===== src/hdl/salc_pkg.sv =====
// ============================================================================
// salc_pkg
// Shared types, constants and helpers for the set-associative LRU write-back
// cache tag unit.
// ============================================================================
package salc_pkg;

    // Geometry of the tag store
    localparam int WAYS          = 4;
    localparam int MAX_SETS      = 256;
    localparam int WAY_W         = (WAYS > 1) ? $clog2(WAYS) : 1;
    localparam int NW_W          = WAY_W + 1;
    localparam int SET_W         = 8;
    localparam int MAX_SET_BITS  = $clog2(MAX_SETS + 1) - 1;
    localparam int TAG_W         = 32;
    localparam int STAMP_W       = 32;
    localparam int CFG_W         = 5;

    // Modelled access times
    localparam logic [7:0] MISS_PENALTY = 8'd100;
    localparam logic [7:0] TIME_HIT     = 8'd1;
    localparam logic [7:0] TIME_CLEAN   = TIME_HIT + MISS_PENALTY;
    localparam logic [7:0] TIME_DIRTY   = TIME_HIT + MISS_PENALTY + MISS_PENALTY;

    typedef enum logic
    {
        OP_READ  = 1'b0,
        OP_WRITE = 1'b1
    } opcode_t;

    typedef enum logic [1:0]
    {
        OUT_HIT        = 2'd0,
        OUT_CLEAN_MISS = 2'd1,
        OUT_DIRTY_MISS = 2'd2
    } outcome_t;

    typedef enum logic [1:0]
    {
        CFG_OFFSET_BITS = 2'd0,
        CFG_SET_BITS    = 2'd1,
        CFG_WAYS_USED   = 2'd2
    } cfg_index_t;

    typedef enum logic [1:0]
    {
        ST_CLEAR,
        ST_IDLE,
        ST_LOOKUP
    } state_t;

    // One cache line's tag state
    typedef struct packed
    {
        logic               valid;
        logic               dirty;
        logic [TAG_W-1:0]   tag;
        logic [STAMP_W-1:0] stamp;
    } line_t;

    // One set: all ways side by side in one memory row
    typedef line_t [WAYS-1:0] row_t;

    // Request into the way selection logic
    typedef struct packed
    {
        logic               is_write;
        logic [TAG_W-1:0]   tag;
        logic [STAMP_W-1:0] stamp;
        logic [NW_W-1:0]    nw;
    } lookup_req_t;

    // Decision of the way selection logic
    typedef struct packed
    {
        outcome_t           outcome;
        logic [WAY_W-1:0]   way;
        logic [TAG_W-1:0]   prev_tag;
        logic               prev_valid;
        logic               prev_dirty;
        logic [STAMP_W-1:0] prev_stamp;
        logic [7:0]         access_time;
    } lookup_res_t;

    // Lowest-numbered set bit of a way vector
    function automatic logic [WAY_W-1:0] first_way(input logic [WAYS-1:0] vec);
        logic [WAY_W-1:0] w;
        w = '0;
        for (int i = WAYS - 1; i >= 0; i--)
        begin
            if (vec[i])
            begin
                w = WAY_W'(i);
            end
        end
        return w;
    endfunction

endpackage


===== src/hdl/salc_way_select.sv =====
// ============================================================================
// salc_way_select
// Hit detection, victim choice (first free way, else least recently used)
// and the updated set row for one request.
// ============================================================================
module salc_way_select
(
    input  salc_pkg::row_t          row,
    input  salc_pkg::lookup_req_t   req,
    output salc_pkg::lookup_res_t   res,
    output salc_pkg::row_t          row_next
);
    import salc_pkg::*;

    logic [WAYS-1:0]  active_vec;
    logic [WAYS-1:0]  hit_vec;
    logic [WAYS-1:0]  free_vec;
    logic [WAYS-1:0]  old_vec;
    logic             hit;
    logic [WAY_W-1:0] way_sel;
    line_t            prev;

    // Compare the tag against every way in use
    always_comb
    begin
        for (int i = 0; i < WAYS; i++)
        begin
            active_vec[i] = (NW_W'(i) < req.nw);
            hit_vec[i]    = active_vec[i] && row[i].valid && (row[i].tag == req.tag);
            free_vec[i]   = active_vec[i] && !row[i].valid;
        end
    end

    // Mark the oldest way: strictly older than lower ways, not newer than higher
    always_comb
    begin
        for (int i = 0; i < WAYS; i++)
        begin
            old_vec[i] = active_vec[i];
            for (int j = 0; j < WAYS; j++)
            begin
                if (j < i && active_vec[j])
                begin
                    old_vec[i] = old_vec[i] && (row[i].stamp < row[j].stamp);
                end
                else if (j > i && active_vec[j])
                begin
                    old_vec[i] = old_vec[i] && (row[i].stamp <= row[j].stamp);
                end
            end
        end
    end

    // Pick the way
    always_comb
    begin
        hit = |hit_vec;
        if (hit)
        begin
            way_sel = first_way(hit_vec);
        end
        else if (|free_vec)
        begin
            way_sel = first_way(free_vec);
        end
        else
        begin
            way_sel = first_way(old_vec);
        end
        prev = row[way_sel];
    end

    // Report the previous line state and the outcome
    always_comb
    begin
        res.way        = way_sel;
        res.prev_valid = prev.valid;
        res.prev_dirty = prev.dirty;
        res.prev_tag   = prev.valid ? prev.tag   : '0;
        res.prev_stamp = prev.valid ? prev.stamp : '0;
        if (hit)
        begin
            res.outcome     = OUT_HIT;
            res.access_time = TIME_HIT;
        end
        else if (prev.dirty)
        begin
            res.outcome     = OUT_DIRTY_MISS;
            res.access_time = TIME_DIRTY;
        end
        else
        begin
            res.outcome     = OUT_CLEAN_MISS;
            res.access_time = TIME_CLEAN;
        end
    end

    // Refresh the stamp; mark the line dirty on a write hit; refill it on a miss
    always_comb
    begin
        row_next                 = row;
        row_next[way_sel].stamp  = req.stamp;
        if (hit)
        begin
            row_next[way_sel].dirty = prev.dirty || req.is_write;
        end
        else
        begin
            row_next[way_sel].valid = 1'b1;
            row_next[way_sel].tag   = req.tag;
            row_next[way_sel].dirty = req.is_write;
        end
    end

endmodule


===== config.mk =====
export PLATFORM = sky130hd
export DESIGN_NAME = salc_way_select
export DESIGN_NICKNAME = d
export VERILOG_FILES = /design/src/hdl/salc_pkg.sv /design/src/hdl/salc_way_select.sv
export SDC_FILE = /design/constraint.sdc
export NUM_CORES = 1
export LEC_CHECK = 0
export BUFFER_PORTS_ARGS = -buffer_cell sky130_fd_sc_hd__buf_2
export CAP_MARGIN = 20
export CORE_AREA = 2 2 261 263
export DETAILED_ROUTE_END_ITERATION = 8
export DIE_AREA = 0 0 263 265
export MAX_ROUTING_LAYER = met4
export PLACE_DENSITY = 0.41
export REMOVE_ABC_BUFFERS = 1
export SLEW_MARGIN = 20
export SYNTH_ARGS = -nofsm -noshare
export SYNTH_HDL_FRONTEND = slang
export SYNTH_SLANG_ARGS = --single-unit

===== constraint.sdc =====
create_clock -name vclk -period 8.9
set_clock_uncertainty 0.05 [all_clocks]
set_input_delay 0.89 -clock vclk [all_inputs]
set_output_delay 0.89 -clock vclk [all_outputs]
set_load 0.05 [all_outputs]

---- Word level (Yosys, flattened, before mapping) ----
Index checks and enable logic that the tools add are counted.
storage, ports and cells
  bits in registers ....................... 0
  input port bits ......................... 332
  logic and storage cells ................. 102
cells by class
  order comparisons ....................... 18
  eq/ne operators ......................... 4
  muxes and demuxes ....................... 48
  reductions and logical operators ........ 32
operators by type and width
  kind                                                        count
  bitwise mux 264 bit                                         5
  demux 66 bit (select 2 bit)                                 4
  2-to-1 mux 264 bit                                          1
  less-or-equal comparator 32 bit                             6
  less-than comparator 32 bit                                 6
  binary-select mux 66 bit (select 2 bit)                     1
  2-to-1 mux 66 bit                                           2
  equality test 32 bit                                        4
  2-to-1 mux 32 bit                                           3
  2-to-1 mux 65 bit                                           1
  2-to-1 mux 64 bit                                           1
  2-to-1 mux 2 bit                                            16
  logical AND 1 bit                                           25
  2-to-1 mux 8 bit                                            2
  2-to-1 mux 1 bit                                            12
  OR reduction 4 bit                                          2
  less-than comparator 1 x 3 -> 1 bit, first input constant   2
  less-than comparator 2 x 3 -> 1 bit, first input constant   2
  logical NOT 1 bit                                           4
  less-than comparator 2 x 3 -> 1 bit, second input constant  1
  >= comparator 2 x 1 -> 1 bit, second input constant         1
  logical OR 1 bit                                            1

---- Depth between registers and ports, before layout ----
  depth after elaboration ................. 22
  gate-level depth with buffers ........... 16
  mapped depth without buffers ............ 14

---- Least setup slack after synthesis ----
No wires, ideal clock.
  path kind ............................... input to output
  start point ............................. input row[75] (netlist name)
  end point ............................... output res[5] (netlist name)
  arrival time ............................ 5.371 ns
  data required time ...................... 7.960 ns
  path slack .............................. 2.589 ns
  stages on the path ...................... 14
  buffers on the path ..................... 1
  path through ............................ inv_1 ha_1 a21o_1 nand3_1 a21oi_1 o41a_1 nor4_4 nand3_1 a211oi_2 nor2_1 a311oi_1 mux2i_1 nor3_1 buf_4
RTL lines
  item         line                   text
  from (decl)  salc_way_select.sv:8   input salc_pkg::row_t row,
  to (decl)    salc_way_select.sv:10  output salc_pkg::lookup_res_t res,

==> results.md <==
* Outcome: completed
* Period Utilization, post-route at 0.883
* Antenna violations before repair at 14
* Average cell area after synthesis at roughly 7.3 sq um
* Worst setup startpoint: row[15]
* Instance count after placement with tap cells included at ~3,000
* PortBufs at approximately 670
* Max rail drop VDD at roughly 64 uV
* Die Width at 263 um
* Type of the tightest min-delay check: input pin to output pin
* Routed len/inst at between 20 and 30 um
* Cell type with the largest total area after synthesis: sky130_fd_sc_hd__ha_1
* Post-layout power at 1.77 mW
* Fraction of final layout cells sized beyond drive strength 1 at 0.413
* Hold-fix buffers, CTS at 0
* Family with the most delay on the worst path: simple AND/OR/NAND/NOR gates
* Final Slew Violations at 0
* Compound-Gate Fraction of Synth Area at 0.214
* Post-Place Cell Area at roughly 16,000 sq um
* Layout sequential cell count at 0
* Maximum number of pins on one net before global-route repair at 80
* All-Layer GR Usage at 0.216
* Static Leakage at 7.75 nW
* Gate count of the mapped netlist at approximately 1,600
* Startpoint type of the worst setup path: input pin
* Max frequency at roughly 130 MHz
* Vias per cell at 4.93
* Largest fanout on the critical path at 37
* Number of I/O pins at between 600 and 700
* Sequential cell area in the final layout at 0 sq um
* Die Height at approximately 270 um
* Normalized max-slew margin at 0.259
* DRT antenna net count at 0
* Levels on crit path at 16
* Portion of synthesized cell area occupied by the leading cell type at 0.206
* Clock buffer count at 0
* Number of nets in the layout at roughly 2,700
* Post-synthesis instance area at around 12,000 sq um
* Row count at 95
* Finish-stage setup viols at 0
* Main combinational cell family by area after synthesis: compound AO/OA/AOI/OAI gates
* Vias after detailed routing at approximately 15,000
* Effective utilization at floorplan at 0.174
* Data required, critical path at between 7 and 8 ns
* Crit-path max cell delay at 0.79 ns
* Multiplexer area fraction after synthesis at 0.198
* Number of distinct library cells after synthesis at 69
* Total half-perimeter wirelength after legalization and detailed placement at 66.1 mm
* Full die area at 69,700 sq um
* Post-synthesis share of cell area spent on xor and xnor gates at 0.0963
* Ys Warns at 0
* Crit path arrival time at roughly 6.9 ns
* Number of setup buffers added after CTS at 0
* Cells resized by post-CTS repair at 0
* Number of global-route vias before repair at 14,700
* Sum of overflow across all layers after global routing at 0
* Cell with the largest stage delay on the worst path: sky130_fd_sc_hd__nand2_2
* Wirelength, routed at slightly below 80 mm
* Transition time of the tightest slew-check pin at between 1 and 1.5 ns
* Area of the placeable core at roughly 67,000 sq um
* Type of element capturing the critical path: output pin
* Buf+Inv Stages, Crit Path at 4
* Gp weighted congestion at 0.923
* Number of DRC violations after detailed routing at 0
* Wire length of the first global-routing pass at approximately 110 mm
* Drt pass-1 iters at 9
* Final hold vios at 0
* Worst Setup Path Type: input pin to output pin
* Critical path endpoint: row_next[169]
* Non-Filler Cell Area, Final at 15,700 sq um
* Adder and majority gate portion of the synthesized area at 0.206
* Ordered cell list for the critical path: buf_2 -> inv_1 -> ha_1 -> nand4_1 -> nor4_1 -> o21ai_1 -> a31oi_1 -> nor4bb_1 -> nor4_1 -> a211oi_2 -> o21ai_4 -> inv_4 -> and2_2 -> nand2_2 -> mux2_2 -> buf_2
* Most instantiated cells after synthesis: sky130_fd_sc_hd__nand2_1, sky130_fd_sc_hd__ha_1, sky130_fd_sc_hd__mux2_2
* RSZ-0062 raised after global routing: no
* Sequential-to-total area share from yosys stat at 0
* Area growth from synthesis to layout at 34.5%
* Biggest area contributors in the synthesized netlist: sky130_fd_sc_hd__ha_1, sky130_fd_sc_hd__mux2_2, sky130_fd_sc_hd__xor2_1
* Synthesized-area fraction occupied by and/or/nand/nor cells at 0.197
* Most used standard cell by instance count after synthesis: sky130_fd_sc_hd__nand2_1
* Areal power density over the cells at 113 nW/um^2
* Drt first-iter violations at 1,112
* Final critical delay including setup and external delays at between 7 and 8 ns
* Max cap viols at 0
* Final std cells w/o fill at 3,039
-- power breakdown --
part / internal [mW] / switching, mW
clock: 0.000000136 / 0
combinational: 0.462 / 1.31
sequential: 0 / 0
-- through the flow --
stage	worst slack (ns)	TNS [ns]	hold WS, ns	util
after floorplan	-4.05	-189.32	1.95	-
after global placement	1.20	0	2.17	0.234
after detailed placement	1.08	0	2.17	0.234
after CTS	1.07	0	2.17	0.234
after global routing	0.718	0	2.18	0.234
final	1.04	0	2.17	0.234
-- worst min path at each step --
stage	start	cells past startpoint	slack, ns	endpoint
2_1_floorplan	row[35]	1	1.95	row_next[35]
3_3_place_gp	row[18]	4	2.17	res[26]
3_5_place_dp	row[8]	4	2.17	res[16]
4_1_cts	row[8]	4	2.17	res[16]
5_1_grt	req[19]	4	2.18	row_next[16]
6_report	row[9]	4	2.17	res[17]
-- layout by cell type (no fill, tap or decap), drive strengths merged, types with 3 or more instances in the layout --
cell type	synthesis	layout
buf	72	685
nand2	222	222
mux2	194	194
ha	192	192
o21ai	126	126
xor2	119	119
inv	107	107
a21oi	80	80
nor2	62	62
a211oi	42	42
nand4	39	39
nor4	39	39
nor2b	38	38
a311oi	34	34
a222oi	32	32
a21o	22	22
nand3	21	21
nor3	15	15
diode	0	9
xnor2	9	9
o211ai	7	7
or2	6	6
o21a	6	6
or4	6	6
and4	5	5
and3	4	4
a31oi	4	4
a221oi	4	4
or3	3	3
conb	2	3
and2	3	3
-- routing by layer --
metal	GRT usage	vias to the layer above	part of all wire
met5	-	-	0
met4	0.0259	0	0.013
met3	0.0267	55	0.058
met2	0.367	695	0.48
met1	0.281	7239	0.45
li1	-	6987	-
-- final cells by class --
type                            instances  area, sq um
Inverter                              108          408
Multi-Input combinational cell       1364        10600
Tap cell                              873         1090
Fill cell                            7581        51100
Timing Repair Buffer                  685         3490
Antenna cell                            9         22.5
-- kinds of logic after synthesis --
kind of cell,Yosys count
AND/OR/NAND/NOR,469
AO/OA/AOI/OAI,377
buffers and inverters,225
multiplexers,195
adder cells (fa/ha/maj),192
XOR/XNOR,128
other,2
No activity file was read; power rests on OpenSTA's default activity.
